`src/hw/rtl/wrps_pkg.sv`:
```
`timescale 1ns / 1ps
// ============================================================================
// wrps_pkg
// Shared types, constants and control words for the weighted pool selector.
// ============================================================================
package wrps_pkg;

    localparam int DEPTH    = 1024;
    localparam int AW       = $clog2(DEPTH);
    localparam int CW       = $clog2(DEPTH + 1);
    localparam int SUM_W    = 42;
    localparam int HI_W     = SUM_W - 32;
    localparam int DATA_W   = 32;
    localparam int INDEX_W  = 10;
    localparam int TOTAL_W  = 11;

    typedef enum logic [1:0] {
        OP_ADD    = 2'd0,
        OP_SELECT = 2'd1,
        OP_EMPTY  = 2'd2,
        OP_NOP    = 2'd3
    } opcode_t;

    typedef enum logic [1:0] {
        ST_OK    = 2'd0,
        ST_ZERO  = 2'd1,
        ST_FULL  = 2'd2,
        ST_EMPTY = 2'd3
    } status_t;

    typedef enum logic [3:0] {
        S_IDLE,
        S_EXEC,
        S_MUL_LO,
        S_MUL_HI,
        S_TARGET,
        S_SEARCH_RD,
        S_SEARCH_CMP,
        S_UNIFORM,
        S_FETCH,
        S_DONE
    } state_t;

    typedef struct packed {
        logic    capture;
        logic    add_write;
        logic    clear;
        logic    set_status;
        status_t status_code;
        logic    sel_ok;
        logic    mul_lo;
        logic    mul_hi;
        logic    make_target;
        logic    uniform;
        logic    search_rd;
        logic    search_cmp;
        logic    pick;
        logic    load_out;
    } wrps_cmd_t;

    typedef struct packed {
        opcode_t op;
        logic    weight_zero;
        logic    full;
        logic    empty;
        logic    weighted;
        logic    search_done;
        logic    out_free;
    } wrps_sts_t;

endpackage

```
`src/hw/rtl/wrps_ctrl.sv`:
```
`timescale 1ns / 1ps
// ============================================================================
// wrps_ctrl
// Sequencer that steps one pool operation through the datapath.
// ============================================================================
module wrps_ctrl (
    input  logic                clk,
    input  logic                rst_n,
    input  logic                in_valid,
    output logic                in_stall,
    input  wrps_pkg::wrps_sts_t sts,
    output wrps_pkg::wrps_cmd_t cmd
);
    import wrps_pkg::*;

    state_t state_reg;
    state_t state_next;

    always_ff @(posedge clk or negedge rst_n)
    begin
        if (!rst_n)
        begin
            state_reg <= S_IDLE;
        end
        else
        begin
            state_reg <= state_next;
        end
    end

    always_comb
    begin
        state_next = state_reg;
        cmd        = '0;
        cmd.status_code = ST_OK;
        in_stall   = (state_reg != S_IDLE);
        unique case (state_reg)
            S_IDLE:
            begin
                if (in_valid)
                begin
                    cmd.capture = 1'b1;
                    state_next  = S_EXEC;
                end
            end
            S_EXEC:
            begin
                cmd.set_status = 1'b1;
                state_next     = S_DONE;
                unique case (sts.op)
                    OP_ADD:
                    begin
                        priority if (sts.weight_zero)
                        begin
                            cmd.status_code = ST_ZERO;
                        end
                        else if (sts.full)
                        begin
                            cmd.status_code = ST_FULL;
                        end
                        else
                        begin
                            cmd.add_write = 1'b1;
                        end
                    end
                    OP_SELECT:
                    begin
                        if (sts.empty)
                        begin
                            cmd.status_code = ST_EMPTY;
                        end
                        else
                        begin
                            cmd.sel_ok = 1'b1;
                            state_next = sts.weighted ? S_MUL_LO : S_UNIFORM;
                        end
                    end
                    OP_EMPTY:
                    begin
                        cmd.clear = 1'b1;
                    end
                    OP_NOP:
                    begin
                    end
                endcase
            end
            S_MUL_LO:
            begin
                cmd.mul_lo = 1'b1;
                state_next = S_MUL_HI;
            end
            S_MUL_HI:
            begin
                cmd.mul_hi = 1'b1;
                state_next = S_TARGET;
            end
            S_TARGET:
            begin
                cmd.make_target = 1'b1;
                state_next      = S_SEARCH_RD;
            end
            S_SEARCH_RD:
            begin
                if (sts.search_done)
                begin
                    cmd.pick   = 1'b1;
                    state_next = S_FETCH;
                end
                else
                begin
                    cmd.search_rd = 1'b1;
                    state_next    = S_SEARCH_CMP;
                end
            end
            S_SEARCH_CMP:
            begin
                cmd.search_cmp = 1'b1;
                state_next     = S_SEARCH_RD;
            end
            S_UNIFORM:
            begin
                cmd.uniform = 1'b1;
                state_next  = S_FETCH;
            end
            S_FETCH:
            begin
                state_next = S_DONE;
            end
            S_DONE:
            begin
                if (sts.out_free)
                begin
                    cmd.load_out = 1'b1;
                    state_next   = S_IDLE;
                end
            end
            default:
            begin
                state_next = S_IDLE;
            end
        endcase
    end

endmodule

```
`config.mk`:
```
export PLATFORM = sky130hd
export DESIGN_NAME = wrps_ctrl
export DESIGN_NICKNAME = d
export VERILOG_FILES = /design/src/hw/rtl/wrps_pkg.sv /design/src/hw/rtl/wrps_ctrl.sv
export SDC_FILE = /design/constraint.sdc
export NUM_CORES = 1
export LEC_CHECK = 0
export BUFFER_PORTS_ARGS = -buffer_cell sky130_fd_sc_hd__clkbuf_2
export CAP_MARGIN = 10
export CORE_AREA = 5 5 42 44
export DETAILED_ROUTE_END_ITERATION = 10
export DIE_AREA = 0 0 47 49
export HOLD_SLACK_MARGIN = 0.08
export SLEW_MARGIN = 40
export SYNTH_ARGS = -nofsm -noshare
export SYNTH_HDL_FRONTEND = slang
export SYNTH_SLANG_ARGS = --single-unit
```
`constraint.sdc`:
```
create_clock -name clk -period 2.3 [get_ports clk]
set_clock_uncertainty 0.1 [all_clocks]
set_input_delay 0.69 -clock clk [delete_from_list [all_inputs] [get_ports clk]]
set_output_delay 0.69 -clock clk [all_outputs]
set_load 0.05 [all_outputs]
```
* Word-level counts from Yosys, hierarchy flattened *
Cells that the tools add are included.

word-level totals
  output and inout port bits = 16
  input port bits = 11
  flip-flop bits (word level) = 4

cells by class
  eq/ne operators = 13
  multiplexer cells = 31
  reductions and logical operators = 5

operators by type and width
  cell                count
  $pmux 4 s9          1
  $mux 4              5
  $mux 1              19
  $eq 4x3->1 const B  4
  $eq 4x2->1 const B  2
  $eq 4x4->1 const B  2
  $mux 2              3
  $mux 6              1
  $eq 4x1->1 const B  1
  $logic_not 4->1     1
  $ne 2x2->1 const B  2
  $pmux 2 s2          1
  $reduce_bool 4->1   1
  $mux 3              1
  $eq 2x1->1 const B  1
  $eq 2x2->1 const B  1
  $logic_not 2->1     1
  $reduce_and 2->1    1
  $reduce_or 2->1     1

* Depth between registers and ports, before layout *
Gate-level depths: netlist (run 1).

  depth in word-level cells = 4
  mapped depth = 4
  mapped depth without buffers = 3

* Worst setup path after synthesis (run 1) *
Ideal clock, no wire load.

  kind = flip-flop to output port
  start = register state_reg[1]
  end = output cmd[13] (netlist bit)
  stages on the path, launching flop included = 4
  data required time = 1,510 ps
  arrival = 2,826 ps
  setup slack = -1,316 ps
  cells stage by stage = dfrtp_1 -> nor4b_4 -> nand2b_1 -> nor4_1

RTL lines
  item                    line             source
  start, declared         wrps_ctrl.sv:16  state_t state_reg;
  start signal, assigned  wrps_ctrl.sv:27  state_reg <= state_next;
  end, declared           wrps_ctrl.sv:12  output wrps_pkg::wrps_cmd_t cmd

==> flow_summary.yaml, run 1 <==
grt:
  grt_max_degree: 13
  grt_pass1_wl_um: 2390
  grtUsageTotal_pct: 13.7
  antenna_found_initial: 0
  first_global_vias: 583
  grt_overflow: 0
routing:
  drt_wl_total_um: 1420
  wl_per_cell_um: 13.1
  first_pass_iters: 4
  drt_iter0_markers: 10
  ant_nets: 0
  vias: 565
  viasPerCell: 5.23
  drc_errors: 0
critical_path:
  endpoint_kind: "primary output"
  endpoint: "cmd[8]"
  crit_cells: 4
  crit_slowest_cell: "dfrtp_1"
  worstPathArrival_ns: 1.53
  reg2reg_slack_ns: 0.58
  path_delay_family: "simple AND/OR/NAND/NOR gates"
  critPathKind: "reg -> out"
  worstSetupStartpoint: "state_reg[1]"
  worstPathMaxFanout: 3
  worst-path-buf-inv: 2
  crit_required_ns: 1.51
  rr_startpoint: "state_reg[0]"
  reg2reg_to: "state_reg[1]"
  startpoint_type: "flip-flop"
  crit_chain: "nor4b_4 -> buf_4 -> and4bb_2 -> buf_12"
  cp_slowest_stage_delay_ns: 0.42
  rr_worst_depth: 6
layout:
  layout-drive-gt1-share_pct: 65.2
  largest_register_ffs: 4
  diodes: 0
  syn_to_final_growth_pct: 93.9
  nets: 105
floorplanning:
  io_pins: 27
  core_um2: 1400
  rows: 14
  initial_utilization_pct: 32.0
  die_w_um: 47
  dieArea_um2: 2300
  die_y_um: 49
clock_network:
  cts_made_buffers: 3
  cts_tree: "done"
  cts_buffer_depth: 2
  cts.reportedPaths.clkPinSlew_ns: 0.04
  cts_num_sinks: 4
  cts_root_buf: "clkbuf_4"
  cts_max_level: 1
  clkLatencyLatePin_ns: 0.23
synth:
  ys_seq_elements: 4
  ys_seq_area_share_pct: 22.3
  synth_area_leader_cell: "dfrtp_1"
  post-synth-top-area-fraction_pct: 22.3
  avgSynthCellArea_um2: 8.00
  synth_area_leaders: "dfrtp_1 (22%), nor2_1 (5.9%), nor4b_1 (5.9%)"
  ys.warnings.count: 0
  synth_nets: 67
  yosysUniqueCellTypes: 25
  synth_area_um2: 448
  netlist_instances: 56
sta:
  period_share_pct: 101
  final-setup-viol-count: 2
  drv_slew: 0
  worst_slack_ns: -0.0221
  fin_crit_ns: 2.32
  fmax_mhz: 431
  relSlewSlack_pct: 78.3
  fin_setup_tns_ns: -0.0371
  worst_pin_slew_ns: 0.325
  rsz0062_at_grt: "yes"
  holdWs_ns: 0.152
  hold_viol_final: 0
place:
  dp_hpwl_um: 1070
  numPortBuffers: 26
  place.gp.congestion: 0.722
outcome:
  status: "finished with violations"
  violations: "setup timing"
power_and_ir_drop:
  power_leakage_nw: 0.405
  vdd_drop_max_uv: 543
  power.density_nw_per_um2: 1250
min_path:
  holdCritPathClass: "in -> async"
flow_run:
  max_cap_violations: 0
## layout make-up
class | instances | area [um^2]
fill | 121 | 533
multi-input combinational | 44 | 399
timing repair buffer | 37 | 309
sequential | 4 | 103
clock buffer | 3 | 22.5
tap | 16 | 20.0
inverter | 4 | 15.0
## kinds of logic after synthesis
logic type	count (synthesis)	synth area share [%]
AO/OA/AOI/OAI	12	18.4
flip-flops	4	22.3
AND/OR/NAND/NOR	32	48.6
buffers and inverters	8	10.6
## how the worst min path moves through the flow
stage	to	slack, ns
2_1_floorplan	state_reg[0]	0.29
3_3_place_gp	state_reg[1]	0.40
3_5_place_dp	state_reg[1]	0.40
4_1_cts	state_reg[0]	0.15
5_1_grt	state_reg[0]	0.14
6_report	state_reg[0]	0.15
## stage by stage
step           cell area, um^2  worst slack, ns  cells  power (mW)  util [%]
3_3_place_gp               716           0.0520    101       0.879      51.1
2_1_floorplan              531           -0.477     56       0.716         -
3_5_place_dp               716           0.0202    101       0.881      51.1
5_1_grt                    868           -0.147    108        1.16      62.0
6_report                   868          -0.0221    108        1.08      62.0
4_1_cts                    840          -0.0604    106        1.05      59.9
## cell usage after synthesis
library cell  instances
a21oi_1               3
or4_4                 1
nor4b_1               3
or3b_2                1
nand2b_4              1
nor2_1                7
o22ai_2               1
a31oi_1               1
and4bb_1              1
inv_1                 4
buf_2                 2
and3b_1               2
a211oi_1              1
nor4b_4               1
nor4_1                2
nand2b_1              4
dfrtp_1               4
a21o_1                1
o32a_1                1
or3_1                 1
nand2_1               5
o21ai_0               3
nor3_1                3
buf_6                 2
o2bb2ai_1             1
## power by group
group,internal (mW),switching [mW],leakage [nW],total [mW]
Combinational,0.352,0.498,0.343,0.850
Clock,0.0582,0.0264,0.0138,0.0846
Sequential,0.105,0.0409,0.0483,0.146
## layout by cell type, fill, tap and decap left out, types with 2 or more instances in the layout
master and n:
clkbuf_8 3, a21oi_2 2, dfrtp_2 2, clkbuf_2 14
inv_1 4, buf_8 5, nor3_2 3, nand2_1 5
dfrtp_1 2, nor4b_4 3, clkbuf_4 4, nor4_4 2
nand2b_1 3, nand2b_4 2, nor2_1 6, buf_4 12
o21ai_0 3
## metal layers
| metal | share of wire (%) | routed length [um] | global-route usage [%] |
|---|---|---|---|
| met5 | 0 | 0 | 0 |
| met3 | 6.3 | 89 | 2.21 |
| met2 | 55 | 778 | 24.7 |
| met1 | 38 | 543 | 14.6 |
| met4 | 0.56 | 8 | 5.99 |
## timing repair
action                                  in CTS  in global routing
buffers inserted                             2                  2
resized for setup                           19                 13
pin swaps                                    1                  2
endpoints found under the setup margin       9                 12
hold buffers                                 0                  0
gates cloned                                 0                  0
No activity file was read; power rests on OpenSTA's default activity.
==> run 2: changes to the inputs <==
--- a/config.mk
+++ b/config.mk
@@ -7,9 +7,9 @@
 export LEC_CHECK = 0
 export BUFFER_PORTS_ARGS = -buffer_cell sky130_fd_sc_hd__clkbuf_2
 export CAP_MARGIN = 10
-export CORE_AREA = 5 5 42 44
+export CORE_AREA = 2 2 39 41
 export DETAILED_ROUTE_END_ITERATION = 10
-export DIE_AREA = 0 0 47 49
+export DIE_AREA = 0 0 41 43
 export HOLD_SLACK_MARGIN = 0.08
 export SLEW_MARGIN = 40
 export SYNTH_ARGS = -nofsm -noshare
==> flow_summary.yaml, run 2 (synthesized netlist as in run 1, its figures left out) <==
clock_network:
  cts_num_sinks: 4
  cts_made_buffers: 3
  cts_buffer_depth: 2
  holdBufCountCts: 0
  cts_max_level: 1
  cts_tree: "done"
  cts.reportedPaths.clkPinSlew_ns: 0.04
  cts_root_buf: "clkbuf_4"
  clkLatencyLatePin_ns: 0.23
sta:
  relSlewSlack_pct: 79.3
  fmax_mhz: 421
  hold_viol_final: 0
  worst_pin_slew_ns: 0.310
  drv_slew: 0
  holdWs_ns: 0.153
  fin_crit_ns: 2.38
  rsz0062_at_grt: "yes"
  worst_slack_ns: -0.0778
  period_share_pct: 103
  final-setup-viol-count: 6
routing:
  drc_errors: 0
  drt_wl_total_um: 1310
  wl_per_cell_um: 12.4
  viasPerCell: 5.21
  ant_nets: 0
  drt_iter0_markers: 16
  vias: 552
  first_pass_iters: 4
floorplanning:
  rows: 14
  io_pins: 27
  initial_utilization_pct: 32.4
  core_um2: 1380
  dieArea_um2: 1760
  die_y_um: 43
  die_w_um: 41
layout:
  nets: 103
  largest_register_ffs: 4
  syn_to_final_growth_pct: 94.1
  layout_common_cells: "clkbuf_2 (12), clkbuf_4 (7), buf_4 (7), nor2_1 (6)"
  layout-drive-gt1-share_pct: 62.2
  final_common_cell: "clkbuf_2"
  diodes: 0
  final_cells: 106
  multi_input_area_um2: 405
  final-seq-area_um2: 100
  fillers: 119
critical_path:
  reg2reg_slack_ns: 0.77
  cp_slowest_stage_delay_ns: 0.40
  crit_chain: "nor4b_4 -> nand2b_1 -> nor4_4 -> clkbuf_8"
  crit_required_ns: 1.51
  worstPathMaxFanout: 4
  rr_worst_depth: 4
  critPathKind: "reg -> out"
  endpoint_kind: "primary output"
  startpoint_type: "flip-flop"
  rr_startpoint: "state_reg[3]"
  worstPathArrival_ns: 1.59
  reg2reg_to: "state_reg[0]"
  crit_slowest_cell: "dfrtp_1"
place:
  numPortBuffers: 26
  place.gp.congestion: 0.753
  placed_cells: 99
  pre_cts_ws_ns: 0.0275
  dp_hpwl_um: 977
power_and_ir_drop:
  finalPower_mw: 1.11
  power_leakage_nw: 0.398
  vdd_drop_max_uv: 565
  p_int_mw: 0.535
  swShare_pct: 51.7
  p_switching_mw: 0.572
  power_frac_comb_pct: 79.8
  pwr-share-seq_pct: 12.5
  pwr-share-clk_pct: 7.7
  power.density_nw_per_um2: 1270
outcome:
  status: "finished with violations"
  violations: "setup timing"
min_path:
  holdCritPathClass: "in -> async"
grt:
  antenna_found_initial: 0
  first_global_vias: 518
  grt_pass1_wl_um: 2200
  grt_overflow: 0
  grtUsageTotal_pct: 17.8
  grt_max_degree: 13
flow_run:
  max_cap_violations: 0
-- run 2: cell count changes in the layout (fill, tap and decap cells not counted) --
cell      delta
nor3_2       -1
clkbuf_2     -2
nor3_4       +1
dfrtp_1      +2
clkbuf_4     +3
buf_12       -1
buf_4        -5
buf_6        +3
buf_2        -1
dfrtp_2      -2
clkbuf_8     +1
-- run 2: cell type report --
class,instances,share of cell area [%]
clock buffer,3,2.59
timing repair buffer,35,35.3
inverter,4,1.73
tap,16,2.30
sequential,4,11.5
multi-input combinational,44,46.6
-- run 2: critical path: cells and delay by family (launching register included) --
kind / cells / cell delay [ns]
buf+inv: 1 / 0.22
flops: 1 / 0.40
simple gates: 3 / 0.73
-- run 2: per-stage QoR --
stage | utilization, % | instance area (um^2) | setup TNS [ns]
2_1_floorplan | - | 531 | -1.80
3_3_place_gp | 49.5 | 686 | 0
3_5_place_dp | 49.5 | 686 | 0
4_1_cts | 58.0 | 803 | -0.246
5_1_grt | 62.8 | 870 | -0.674
6_report | 62.8 | 870 | -0.272
-- run 2: power by group through the flow --
stage	Clock (mW)	Combinational, mW	Sequential, mW
global route	0.0948	0.938	0.141
detailed placement	0	0.711	0.137
global placement	0	0.713	0.137
floorplan	0	0.586	0.131
CTS	0.0883	0.790	0.137
finish	0.0849	0.883	0.139
-- run 2: how the worst max path moves through the flow --
stage / start / endpoint / slack, ns / depth (start not counted)
3_5_place_dp: sts[7] / cmd[13] / 0.03 / 4
6_report: state_reg[2] / cmd[13] / -0.08 / 4
5_1_grt: state_reg[3] / cmd[13] / -0.15 / 4
3_3_place_gp: sts[7] / cmd[13] / 0.05 / 4
2_1_floorplan: state_reg[2] / cmd[13] / -0.48 / 3
4_1_cts: state_reg[2] / cmd[13] / -0.10 / 4
-- run 2: what timing repair did --
| item | in CTS | in global routing |
|---|---|---|
| resized for setup | 20 | 21 |
| buffers inserted | 0 | 4 |
| pin swaps | 0 | 1 |
| endpoints found under the setup margin | 9 | 10 |
-- run 2: per-layer routing --
layer	share of wire, %	routed length, um	GRT usage, %	vias up
met5	0	0	0	-
met1	40	526	22.4	265
met3	3.6	47	1.57	0
met2	56	736	29.1	12
li1	-	-	-	275
met4	0	0	8.00	0
==> run 3: changes to the inputs <==
==> constraint.sdc (replaced) <==
create_clock -name clk -period 3.1 [get_ports clk]
set_clock_uncertainty 0.1 [all_clocks]
set_input_delay 0.93 -clock clk [delete_from_list [all_inputs] [get_ports clk]]
set_output_delay 0.93 -clock clk [all_outputs]
set_load 0.05 [all_outputs]
==> flow_summary.yaml, run 3 (synthesized netlist as in run 1, its figures left out) <==
routing:
  drc_errors: 0
  wl_met2_um: 501
  wl_per_cell_um: 11.4
  dr_wl_met3_um: 40
  viasPerCell: 4.94
  drt-met1-wl_um: 565
  ant_nets: 0
  first_pass_iters: 2
  dr.max_layer_used: "met3"
  vias: 479
  drt_iter0_markers: 1
  drt_wl_total_um: 1110
floorplanning:
  core_um2: 1380
  dieArea_um2: 1760
  die_y_um: 43
  die_w_um: 41
  rows: 14
  io_pins: 27
  initial_utilization_pct: 32.4
sta:
  hold_viol_final: 0
  drv_slew: 0
  relSlewSlack_pct: 64.4
  fmax_mhz: 343
  period_share_pct: 93.9
  fin_crit_ns: 2.91
  worst_pin_slew_ns: 0.535
  worst_slack_ns: 0.188
  final-setup-viol-count: 0
  rsz0062_at_grt: "no"
place:
  dp_hpwl_um: 851
  place.gp.congestion: 0.707
  numPortBuffers: 26
  pre_cts_ws_ns: 0.387
critical_path:
  rr_startpoint: "state_reg[1]"
  crit_required_ns: 2.07
  rr_worst_depth: 3
  reg2reg_to: "state_reg[2]"
  cp_slowest_stage_delay_ns: 0.56
  crit_slowest_cell: "dfrtp_1"
  endpoint_kind: "primary output"
  worstPathArrival_ns: 1.88
  endpoint: "cmd[13]"
  startpoint_type: "flip-flop"
  worstSetupStartpoint: "state_reg[1]"
  reg2reg_slack_ns: 1.47
  critPathKind: "reg -> out"
  crit_chain: "nor4b_4 -> nand2b_1 -> nor4_2 -> clkbuf_2"
  worstPathMaxFanout: 14
power_and_ir_drop:
  power.density_nw_per_um2: 992
  vdd_drop_max_uv: 373
  power_leakage_nw: 0.311
grt:
  grt_overflow: 0
  grt_max_degree: 15
  first_global_vias: 406
  antenna_found_initial: 0
  grt_pass1_wl_um: 1700
  grtUsageTotal_pct: 13.4
outcome:
  status: "finished clean"
clock_network:
  clkLatencyLatePin_ns: 0.24
  cts_num_sinks: 4
  cts_buffer_depth: 2
  cts_made_buffers: 3
  cts_max_level: 1
  postCtsSetupRepairBufs: 0
  cts_tree: "done"
  cts.reportedPaths.clkPinSlew_ns: 0.04
  holdBufCountCts: 0
  cts_root_buf: "clkbuf_4"
  post_cts_resized: 0
layout:
  syn_to_final_growth_pct: 36.9
  nets: 94
  layout-drive-gt1-share_pct: 46.9
  layout_common_cells: "clkbuf_2 (26), nor2_1 (7), nand2_1 (5)"
  final_common_cell: "clkbuf_2"
  diodes: 0
  largest_register_ffs: 4
  fillers: 153
  final_util_pct: 44.3
flow_run:
  max_cap_violations: 0
min_path:
  holdCritPathClass: "in -> async"
## run 3: cell types whose count changed in the layout (fill, tap and decap cells not counted), moves of 3 or more
cell      delta
clkbuf_2    +14
nor3_1       +3
clkbuf_8     -4
clkbuf_4     -4
buf_4        -7
buf_6        -3
buf_8        -5
## run 3: worst min path at each step
stage / end / cells after the start
after global placement: state_reg[2] / 1
final: state_reg[1] / 1
after CTS: state_reg[1] / 1
after floorplan: state_reg[2] / 2
after detailed placement: state_reg[2] / 1
after global routing: state_reg[0] / 1
## run 3: critical path: cells and delay by family (launching register included)
| kind | cells | cell delay [ns] |
|---|---|---|
| AND/OR/NAND/NOR | 3 | 0.76 |
| buffers and inverters | 1 | 0.32 |
| flip-flops | 1 | 0.56 |
## run 3: per-stage QoR
| step | TNS (ns) | area (um^2) | power [mW] | hold slack (ns) | std cells |
|---|---|---|---|---|---|
| 6_report | 0 | 613 | 0.608 | 0.388 | 97 |
| 5_1_grt | 0 | 613 | 0.655 | 0.382 | 97 |
| 4_1_cts | 0 | 613 | 0.613 | 0.383 | 97 |
| 3_5_place_dp | 0 | 591 | 0.545 | 0.632 | 94 |
| 3_3_place_gp | 0 | 591 | 0.545 | 0.637 | 94 |
| 2_1_floorplan | -0.438 | 473 | 0.496 | 0.511 | 56 |
## run 3: per-layer routing
metal | global-route usage [%] | vias to the layer above
met3 | 4.71 | 0
met4 | 2.00 | 0
met2 | 18.1 | 11
met1 | 20.5 | 212
li1 | - | 256
met5 | 0 | -
## run 3: power breakdown
group	switching [mW]	internal [mW]
logic	0.254	0.136
registers	0.0791	0.0746
clock network	0.0212	0.0433
## run 3: final cells by class
class	instances	area [um^2]	area share [%]
sequential	4	100	16.3
clock buffer	3	22.5	3.67
multi-input combinational	44	325	53.1
tap	16	20.0	3.27
inverter	4	15.0	2.45
timing repair buffer	26	130	21.2
